File: src/hw/rtl/vhf_pkg.sv
// Shared constants for the vertical horizontal filter unit.
// No dependencies; used by vhf_front, vhf_back and the top level.
package vhf_pkg;

    localparam int DEF_MAX_PERIOD  = 64;
    localparam int DEF_SAMPLE_BITS = 32;

    localparam int PERIOD_BITS = 7;
    localparam int RATIO_BITS  = 17;
    localparam int QUOT_STEPS  = 17;

    localparam logic [PERIOD_BITS-1:0] PERIOD_RESET = 7'd28;
    localparam logic [RATIO_BITS-1:0]  RATIO_ONE    = 17'd65536;

endpackage

File: src/hw/rtl/vhf_ram.sv
// Generic single-write, single-read RAM with registered read data.
// No dependencies.
module vhf_ram #(
    parameter int WIDTH = 32,
    parameter int DEPTH = 65
) (
    input  logic                     clk,
    input  logic                     we,
    input  logic [$clog2(DEPTH)-1:0] waddr,
    input  logic [WIDTH-1:0]         wdata,
    input  logic                     re,
    input  logic [$clog2(DEPTH)-1:0] raddr,
    output logic [WIDTH-1:0]         rdata
);

    logic [WIDTH-1:0] mem [DEPTH];

    always_ff @(posedge clk)
    begin
        if (we)
        begin
            mem[waddr] <= wdata;
        end
        if (re)
        begin
            rdata <= mem[raddr];
        end
    end

endmodule

File: src/hw/rtl/vhf_front.sv
// Front end: accepts samples, turns them into offset binary and queues them.
// Depends on vhf_pkg.
module vhf_front
    import vhf_pkg::*;
#(
    parameter int SAMPLE_BITS = DEF_SAMPLE_BITS
) (
    input  logic                          clk,
    input  logic                          rst_n,
    input  logic signed [SAMPLE_BITS-1:0] sample,
    input  logic                          in_valid,
    output logic                          in_stall,
    output logic                          q_valid,
    output logic [SAMPLE_BITS-1:0]        q_data,
    input  logic                          q_pop,
    output logic                          q_empty
);

    logic [SAMPLE_BITS-1:0] entry_reg [2];
    logic                   wr_ptr_reg;
    logic                   rd_ptr_reg;
    logic [1:0]             count_reg;
    logic                   push;

    assign in_stall = (count_reg == 2'd2);
    assign push     = in_valid && !in_stall;
    assign q_valid  = (count_reg != 2'd0);
    assign q_empty  = (count_reg == 2'd0);
    assign q_data   = entry_reg[rd_ptr_reg];

    // Flipping the sign bit makes unsigned compares and differences valid.
    always_ff @(posedge clk)
    begin
        if (push)
        begin
            entry_reg[wr_ptr_reg] <= {~sample[SAMPLE_BITS-1], sample[SAMPLE_BITS-2:0]};
        end
    end

    always_ff @(posedge clk or negedge rst_n)
    begin
        if (!rst_n)
        begin
            wr_ptr_reg <= 1'b0;
            rd_ptr_reg <= 1'b0;
            count_reg  <= 2'd0;
        end
        else
        begin
            if (push)
            begin
                wr_ptr_reg <= ~wr_ptr_reg;
            end
            if (q_pop)
            begin
                rd_ptr_reg <= ~rd_ptr_reg;
            end
            if (push && !q_pop)
            begin
                count_reg <= count_reg + 2'd1;
            end
            else if (!push && q_pop)
            begin
                count_reg <= count_reg - 2'd1;
            end
        end
    end

endmodule

File: src/hw/rtl/vhf_back.sv
// Back end: stores samples in the history RAM, scans the window, divides
// and holds the result register. Depends on vhf_pkg and vhf_ram.
module vhf_back
    import vhf_pkg::*;
#(
    parameter int MAX_PERIOD  = DEF_MAX_PERIOD,
    parameter int SAMPLE_BITS = DEF_SAMPLE_BITS
) (
    input  logic                   clk,
    input  logic                   rst_n,
    input  logic                   q_valid,
    input  logic [SAMPLE_BITS-1:0] q_data,
    output logic                   q_pop,
    input  logic                   cfg_write,
    input  logic [PERIOD_BITS-1:0] cfg_data,
    output logic                   idle,
    output logic [RATIO_BITS-1:0]  ratio,
    output logic                   out_valid,
    input  logic                   out_stall
);

    localparam int DEPTH = MAX_PERIOD + 1;
    localparam int AW    = $clog2(DEPTH);
    localparam int CW    = $clog2(MAX_PERIOD + 2);
    localparam int CMPW  = (CW > PERIOD_BITS) ? CW : PERIOD_BITS;
    localparam int SUMW  = SAMPLE_BITS + $clog2(MAX_PERIOD + 1);
    localparam int REMW  = SUMW + 1;
    localparam int DCW   = $clog2(QUOT_STEPS);

    typedef enum logic [1:0] {
        B_IDLE,
        B_SCAN,
        B_DIV,
        B_OUT
    } state_t;

    state_t                 state_reg;
    logic [PERIOD_BITS-1:0] period_reg;
    logic [AW-1:0]          wp_reg;
    logic [CW-1:0]          fill_reg;
    logic [AW-1:0]          rd_addr_reg;
    logic [CW-1:0]          iss_k_reg;
    logic                   iss_on_reg;
    logic                   proc_v_reg;
    logic [CW-1:0]          proc_k_reg;
    logic [SAMPLE_BITS-1:0] hi_reg;
    logic [SAMPLE_BITS-1:0] lo_reg;
    logic [SAMPLE_BITS-1:0] prev_reg;
    logic [SUMW-1:0]        sum_reg;
    logic [REMW-1:0]        rem_reg;
    logic [RATIO_BITS-1:0]  q_reg;
    logic [DCW-1:0]         dcnt_reg;
    logic                   out_valid_reg;
    logic [RATIO_BITS-1:0]  ratio_reg;

    logic [CMPW-1:0]        p_wide;
    logic [CW-1:0]          p_eff;
    logic [CW-1:0]          fill_next;
    logic [SAMPLE_BITS-1:0] rdata;
    logic [SAMPLE_BITS-1:0] diff;
    logic [REMW-1:0]        rem_try;
    logic                   rem_ge;
    logic                   out_free;

    always_comb
    begin
        p_wide = CMPW'(period_reg);
        if (p_wide < CMPW'(2))
        begin
            p_wide = CMPW'(2);
        end
        else if (p_wide > CMPW'(MAX_PERIOD))
        begin
            p_wide = CMPW'(MAX_PERIOD);
        end
        p_eff = CW'(p_wide);
    end

    assign q_pop     = (state_reg == B_IDLE) && q_valid;
    assign fill_next = (fill_reg < p_eff + CW'(1)) ? fill_reg + CW'(1) : fill_reg;
    assign diff      = (prev_reg > rdata) ? prev_reg - rdata : rdata - prev_reg;
    assign rem_try   = (dcnt_reg == '0) ? rem_reg : (rem_reg << 1);
    assign rem_ge    = (sum_reg != '0) && (rem_try >= REMW'(sum_reg));
    assign out_free  = !out_valid_reg || !out_stall;
    assign idle      = (state_reg == B_IDLE) && !out_valid_reg;
    assign ratio     = ratio_reg;
    assign out_valid = out_valid_reg;

    vhf_ram #(
        .WIDTH(SAMPLE_BITS),
        .DEPTH(DEPTH)
    ) u_hist (
        .clk  (clk),
        .we   (q_pop),
        .waddr(wp_reg),
        .wdata(q_data),
        .re   (iss_on_reg),
        .raddr(rd_addr_reg),
        .rdata(rdata)
    );

    always_ff @(posedge clk or negedge rst_n)
    begin
        if (!rst_n)
        begin
            state_reg     <= B_IDLE;
            period_reg    <= PERIOD_RESET;
            wp_reg        <= '0;
            fill_reg      <= '0;
            rd_addr_reg   <= '0;
            iss_k_reg     <= '0;
            iss_on_reg    <= 1'b0;
            proc_v_reg    <= 1'b0;
            proc_k_reg    <= '0;
            hi_reg        <= '0;
            lo_reg        <= '0;
            prev_reg      <= '0;
            sum_reg       <= '0;
            rem_reg       <= '0;
            q_reg         <= '0;
            dcnt_reg      <= '0;
            out_valid_reg <= 1'b0;
            ratio_reg     <= '0;
        end
        else
        begin
            proc_v_reg <= iss_on_reg;
            proc_k_reg <= iss_k_reg;
            // A new result loaded in the output state takes the place of the old one.
            if (out_valid_reg && !out_stall && (state_reg != B_OUT))
            begin
                out_valid_reg <= 1'b0;
            end
            if (cfg_write)
            begin
                period_reg <= cfg_data;
                fill_reg   <= '0;
            end
            case (state_reg)
                B_IDLE:
                begin
                    if (q_pop)
                    begin
                        wp_reg   <= (wp_reg == AW'(DEPTH - 1)) ? '0 : wp_reg + AW'(1);
                        fill_reg <= fill_next;
                        if (fill_next == p_eff + CW'(1))
                        begin
                            // The newest sample sits at the old write pointer.
                            rd_addr_reg <= wp_reg;
                            iss_k_reg   <= '0;
                            iss_on_reg  <= 1'b1;
                            state_reg   <= B_SCAN;
                        end
                    end
                end
                B_SCAN:
                begin
                    if (iss_on_reg)
                    begin
                        rd_addr_reg <= (rd_addr_reg == '0) ? AW'(DEPTH - 1)
                                                           : rd_addr_reg - AW'(1);
                        iss_k_reg   <= iss_k_reg + CW'(1);
                        if (iss_k_reg == p_eff)
                        begin
                            iss_on_reg <= 1'b0;
                        end
                    end
                    if (proc_v_reg)
                    begin
                        prev_reg <= rdata;
                        if (proc_k_reg == '0)
                        begin
                            hi_reg  <= rdata;
                            lo_reg  <= rdata;
                            sum_reg <= '0;
                        end
                        else
                        begin
                            sum_reg <= sum_reg + SUMW'(diff);
                            if (proc_k_reg != p_eff)
                            begin
                                if (rdata > hi_reg)
                                begin
                                    hi_reg <= rdata;
                                end
                                if (rdata < lo_reg)
                                begin
                                    lo_reg <= rdata;
                                end
                            end
                            else
                            begin
                                // The oldest sample adds a change but not an extreme.
                                rem_reg   <= REMW'(hi_reg - lo_reg);
                                q_reg     <= '0;
                                dcnt_reg  <= '0;
                                state_reg <= B_DIV;
                            end
                        end
                    end
                end
                B_DIV:
                begin
                    rem_reg  <= rem_ge ? rem_try - REMW'(sum_reg) : rem_try;
                    q_reg    <= {q_reg[RATIO_BITS-2:0], rem_ge};
                    dcnt_reg <= dcnt_reg + DCW'(1);
                    if (dcnt_reg == DCW'(QUOT_STEPS - 1))
                    begin
                        state_reg <= B_OUT;
                    end
                end
                B_OUT:
                begin
                    if (out_free)
                    begin
                        ratio_reg     <= (q_reg > RATIO_ONE) ? RATIO_ONE : q_reg;
                        out_valid_reg <= 1'b1;
                        state_reg     <= B_IDLE;
                    end
                end
                default:
                begin
                    state_reg <= B_IDLE;
                end
            endcase
        end
    end

endmodule

File: src/hw/rtl/vertical_horizontal_filter_unit.sv
// Top level of the vertical horizontal filter unit.
// Depends on vhf_pkg, vhf_front and vhf_back.
//
// Input channel: sample with in_valid/in_stall; a request is taken when
// in_valid is high and in_stall is low. A two-entry queue sits in front,
// so in_stall rises only when two samples wait behind the one in work.
// Output channel: ratio (unsigned Q1.16) with out_valid/out_stall. The
// result register holds its value while out_stall is high; the back end
// then waits with a finished quotient and the queue keeps filling.
// Configuration: period with cfg_valid/cfg_ready; cfg_ready is high only
// when the queue is empty, the back end is idle and no result waits.
// A write clears the fill count, so effective period+1 new samples are needed again.
// Work per sample with effective period P: the sample is stored, then,
// once the window is full, the last P+1 samples are scanned from the history
// RAM through its single read port, the radix-2 divider forms the quotient
// and the result is loaded. While the window fills, a sample is only stored.
// Reset clears the fill count, queue and result register and sets the
// period to 28.
module vertical_horizontal_filter_unit
    import vhf_pkg::*;
#(
    parameter int MAX_PERIOD  = DEF_MAX_PERIOD,
    parameter int SAMPLE_BITS = DEF_SAMPLE_BITS
) (
    input  logic                          clk,
    input  logic                          rst_n,
    input  logic signed [SAMPLE_BITS-1:0] sample,
    input  logic                          in_valid,
    output logic                          in_stall,
    output logic [RATIO_BITS-1:0]         ratio,
    output logic                          out_valid,
    input  logic                          out_stall,
    input  logic [PERIOD_BITS-1:0]        period,
    input  logic                          cfg_valid,
    output logic                          cfg_ready
);

    logic                   q_valid;
    logic [SAMPLE_BITS-1:0] q_data;
    logic                   q_pop;
    logic                   q_empty;
    logic                   back_idle;

    assign cfg_ready = q_empty && back_idle;

    vhf_front #(
        .SAMPLE_BITS(SAMPLE_BITS)
    ) u_front (
        .clk     (clk),
        .rst_n   (rst_n),
        .sample  (sample),
        .in_valid(in_valid),
        .in_stall(in_stall),
        .q_valid (q_valid),
        .q_data  (q_data),
        .q_pop   (q_pop),
        .q_empty (q_empty)
    );

    vhf_back #(
        .MAX_PERIOD (MAX_PERIOD),
        .SAMPLE_BITS(SAMPLE_BITS)
    ) u_back (
        .clk      (clk),
        .rst_n    (rst_n),
        .q_valid  (q_valid),
        .q_data   (q_data),
        .q_pop    (q_pop),
        .cfg_write(cfg_valid && cfg_ready),
        .cfg_data (period),
        .idle     (back_idle),
        .ratio    (ratio),
        .out_valid(out_valid),
        .out_stall(out_stall)
    );

`ifndef SYNTHESIS
    // The ratio never exceeds one.
    a_ratio_max: assert property (@(posedge clk) disable iff (!rst_n)
        out_valid |-> (ratio <= RATIO_ONE))
        else $error("ratio above one");

    // Configuration is offered only with no result pending.
    a_cfg_idle: assert property (@(posedge clk) disable iff (!rst_n)
        cfg_ready |-> !out_valid)
        else $error("cfg_ready while a result waits");

    // A period write clears the fill count, so no result follows at once.
    a_cfg_no_result: assert property (@(posedge clk) disable iff (!rst_n)
        (cfg_valid && cfg_ready) |=> !out_valid)
        else $error("result right after a period write");
`endif

endmodule
File: config.mk
export PLATFORM = sky130hd
export DESIGN_NAME = vertical_horizontal_filter_unit
export DESIGN_NICKNAME = d
export VERILOG_FILES = /design/src/hw/rtl/vhf_pkg.sv /design/src/hw/rtl/vhf_ram.sv /design/src/hw/rtl/vhf_front.sv /design/src/hw/rtl/vhf_back.sv /design/src/hw/rtl/vertical_horizontal_filter_unit.sv
export SDC_FILE = /design/constraint.sdc
export NUM_CORES = 2
export LEC_CHECK = 0
export BUFFER_PORTS_ARGS = -buffer_cell sky130_fd_sc_hd__buf_2
export CAP_MARGIN = 20
export CORE_ASPECT_RATIO = 1.4
export CORE_MARGIN = 3
export CORE_UTILIZATION = 35
export DETAILED_ROUTE_END_ITERATION = 8
export SYNTH_ARGS = -nofsm -noshare
export SYNTH_HDL_FRONTEND = slang
export SYNTH_SLANG_ARGS = --single-unit
File: constraint.sdc
create_clock -name clk -period 6 [get_ports clk]
set_input_delay 1.2 -clock clk [delete_from_list [all_inputs] [get_ports clk]]
set_output_delay 1.2 -clock clk [all_outputs]
set_load 0.005 [all_outputs]
==> run_results.csv <==
group,metric,value,unit
logic_synthesis,syn-cell-area,105000,um2
timing,hold_viol_final,0,
placed_design,dp_hpwl,171.5,mm
die,die_h,654.2,um
final_layout,final_area,119600,um2
timing,setup_viol,0,
worst_setup_path,crit_path_start_kind,"flip-flop",
grt,grt_max_degree,131,
clocking,cts_sinks,2441,
grt,grt_pass1_vias,58040,
worst_setup_path,worstSetupStartpoint,"u_back.u_hist.rdata[16]$_DFFE_PP_",
final_layout,largest_reg_flops,2080,
worst_setup_path,endpoint_kind,"flip-flop",
grt,grt_usage,17.21,%
worst_setup_path,cp.arrival,6.54,ns
pwr,power_switching_share,36.93,%
worst_setup_path,path_cells,"inv_1 -> ha_1 -> nand4_1 -> nor4_2 -> nand2_1 -> nor2_1 -> a22oi_2 -> buf_12 -> a2111oi_0 -> a31o_2 -> xnor2_1 -> ha_1 -> a21o_1 -> a211oi_1 -> o211ai_1 -> a21oi_1 -> buf_4 -> o311a_1 -> o31ai_2 -> o21bai_2 -> o21ai_0 -> a21oi_1 -> a21o_1",
final_layout,final_cells,10350,
logic_synthesis,ys_types,95,
final_layout,fillers,26820,
pwr,p_clk_share,22.2,%
timing,slew_headroom,24.86,%
clocking,clockRootBuffer,"clkbuf_16",
logic_synthesis,synth-edff-count,2176,
drt,wire_per_inst,25.82,um
grt,antenna_found_initial,13,
placed_design,globalplace.congestion,0.9113,
placed_design,place_area,111600,um2
grt,overflow,0,
logic_synthesis,yosysSeqAreaShare,68.53,%
clocking,cts_setup_buffers,0,
drt,dr.pass1.iters,6,
final_layout,drive_gt1_share,23.97,%
die,io_pins,64,
timing,finClkSkew,0.07679,ns
logic_synthesis,yosysWarningCount,0,
logic_synthesis,avgSynthCellArea,17.70,um2
final_layout,area.growth.synth_to_final,13.91,%
pwr,p_per_area,553.0,nW/um2
clocking,htree_levels,4,
drt,final_antenna_net_count,0,
pwr,p_leak,0.03978,uW
timing,slew_viol_final,0,
worst_setup_path,rr_startpoint,"u_back.u_hist.rdata[16]$_DFFE_PP_",
run,maxCapViolations,0,
placed_design,dp_slack,0.1038,ns
logic_synthesis,ys_ff_latch,2441,
status,status,"completed",
logic_synthesis,synthArstFlopShare,10.86,%
min_path,hold_path.class,"input port to async pin",
pwr,irDropWorstVdd,308.2,uV
timing,fin_crit_sh,95.43,%
clocking,clockBufferDepth,4,
die,floorplan.rows,237,
pwr,p_int,41730,uW
pwr,p_comb_share,43.4,%
die,die_w,469.0,um
drt,vias_per_cell,5.405,
worst_setup_path,path_max_fanout,28,
worst_setup_path,slowest_stage,"nor4_2",
clocking,cts_inserted_buffers,244,
clocking,cts_tree,"yes",
die,core,298300,um2
die,start_util,35.21,%
timing,period_minus_slack,5.726,ns
pwr,p_total,66160,uW
timing,post-route-worst-setup-slack,0.2740,ns
drt,num_vias,55930,
worst_setup_path,slowest_delay,0.48,ns
final_layout,nets,6507,
clocking,clk_pin_slew,0.06,ns
worst_setup_path,critical_path_class,"flip-flop to flip-flop",
timing,fmax,174.6,MHz
pwr,seqPwrFrac,34.3,%
grt,grt_pass1_wl,393.2,mm
drt,drt-initial-drc-count,5255,
logic_synthesis,synth_ff_type,"edfxtp_1",
logic_synthesis,synthTopCellsByArea,"edfxtp_1 (62%), mux4_2 (14%), dfrtp_1 (6.2%)",
drt,wirelength,267.2,mm
placed_design,place_inst,9887,
logic_synthesis,synthCells,5933,
die,dieArea,306800,um2
clocking,clk_latency,0.92,ns
timing,worst_slew_pin_slew,1.127,ns
drt,drc_errors,0,
placed_design,port_buffers,63,
pwr,switchingPower,24440,uW
logic_synthesis,synth_top_area_cell,"edfxtp_1",
timing,fin_tns_setup,0,ns
worst_setup_path,reg2regPathDepth,23,
logic_synthesis,yosys.area.top_type_share,62.21,%
logic_synthesis,synth_nets,6232,
worst_setup_path,required,6.82,ns
## worst paths after layout
kind	to	slack [ns]
worst min-delay path	u_back.rem_reg[6]$_DFFE_PN0P_	0.25
min in group clk	u_front.entry_reg[0][8]$_DFFE_PP_	0.47
max in group asynchronous	u_back.iss_on_reg$_DFFE_PN0P_	4.44
worst max register to register	u_back.sum_reg[36]$_DFFE_PN0P_	0.27
worst min register to register	u_back.proc_k_reg[1]$_DFF_PN0_	0.48
worst max-delay path	u_back.sum_reg[36]$_DFFE_PN0P_	0.27
## synthesized netlist by cell type (all sizes together) (12+ instances only)
cell type	count
edfxtp	2176
mux4	634
dfrtp	262
ha	250
nand2	249
a21oi	238
inv	234
nor2	231
o21ai	225
clkbuf	149
buf	129
mux2	123
mux2i	116
a21o	92
xnor2	80
nand3	70
xor2	64
nand4	55
o22ai	46
nand2b	42
nor3	33
o21bai	33
o31ai	31
nor2b	29
o21a	29
o211ai	28
a31oi	24
a22o	21
a211oi	20
nor4	20
or3	20
o221ai	15
or2	14
o41ai	12
## worst max-delay path: cells and delay by family (launching register included)
kind	cells	cell delay (ns)
simple gates	4	1.07
flops	1	0.43
compound gates	13	2.71
xor+xnor	1	0.16
fa+ha+maj	2	0.76
buf+inv	3	0.47
## cell families (layout without fill, tap and decap cells)
| family | count (synthesis) | after routing | share of synthesized area, % |
|---|---|---|---|
| and+or+nand+nor | 804 | 804 | 3.584 |
| xor gates and xnor gates | 146 | 146 | 1.246 |
| other | 0 | 3 | 0 |
| buffers and inverters | 512 | 980 | 1.999 |
| AOI/OAI and AO/OA | 902 | 902 | 5.552 |
| adders and majority gates | 255 | 255 | 3.073 |
| DFF | 2441 | 2441 | 68.53 |
| muxes | 873 | 873 | 16.02 |
## cell usage in the layout, fill, tap and decap left out, types with 35 or more instances in the layout
cell	count
a21o_1	92
a21oi_1	234
buf_12	35
buf_2	64
buf_4	204
clkbuf_1	65
clkbuf_16	245
clkinv_1	40
clkinv_2	40
dfrtp_1	253
edfxtp_1	2176
ha_1	249
inv_1	233
mux2_2	123
mux2i_1	116
mux4_2	634
nand2_1	249
nand2b_1	42
nand3_1	69
nand4_1	55
nor2_1	164
nor2_4	67
o21ai_0	215
o22ai_1	46
xnor2_1	80
xor2_1	64
## per-layer routing
layer | GRT usage, % | up-vias | routed length, um
met5 | 0 | - | 51
met4 | 5.643 | 8 | 9172
met3 | 2.405 | 459 | 13080
met2 | 31.00 | 1577 | 141000
met1 | 21.15 | 29490 | 103800
li1 | - | 24390 | -
## final cells by class
cell class / instances / area (um2) / share of cell area (%)
diodes: 3 / 7.507 / 0.006275
multi-input cells: 2980 / 31560 / 26.38
well taps: 3943 / 4933 / 4.124
inverters: 234 / 878.3 / 0.7341
repair buffers: 307 / 2650 / 2.215
clock inverters: 117 / 1072 / 0.8962
flip-flops and latches: 2441 / 72000 / 60.18
clock buffers: 322 / 6540 / 5.466
## per-stage QoR
stage / hold WS (ns) / utilization (%)
floorplan: 0.4273 / -
global placement: 0.4582 / 37.39
detailed placement: 0.4642 / 37.41
CTS: 0.2676 / 39.96
global route: 0.2751 / 40.10
finish: 0.2545 / 40.11
## power groups by stage
stage / Combinational (uW) / Sequential [uW] / Clock (uW)
floorplan: 19400 / 22500 / 0
global placement: 28100 / 23100 / 0
detailed placement: 28400 / 23100 / 0
CTS: 28600 / 22800 / 15000
global route: 31200 / 22900 / 15700
finish: 28700 / 22700 / 14700
## timing repair
| item | in CTS | in global routing |
|---|---|---|
| endpoints found under the setup margin | 0 | 12 |
| resized for setup | 0 | 13 |
| hold buffers | 0 | 0 |
Power figures use the tool's default switching activity.
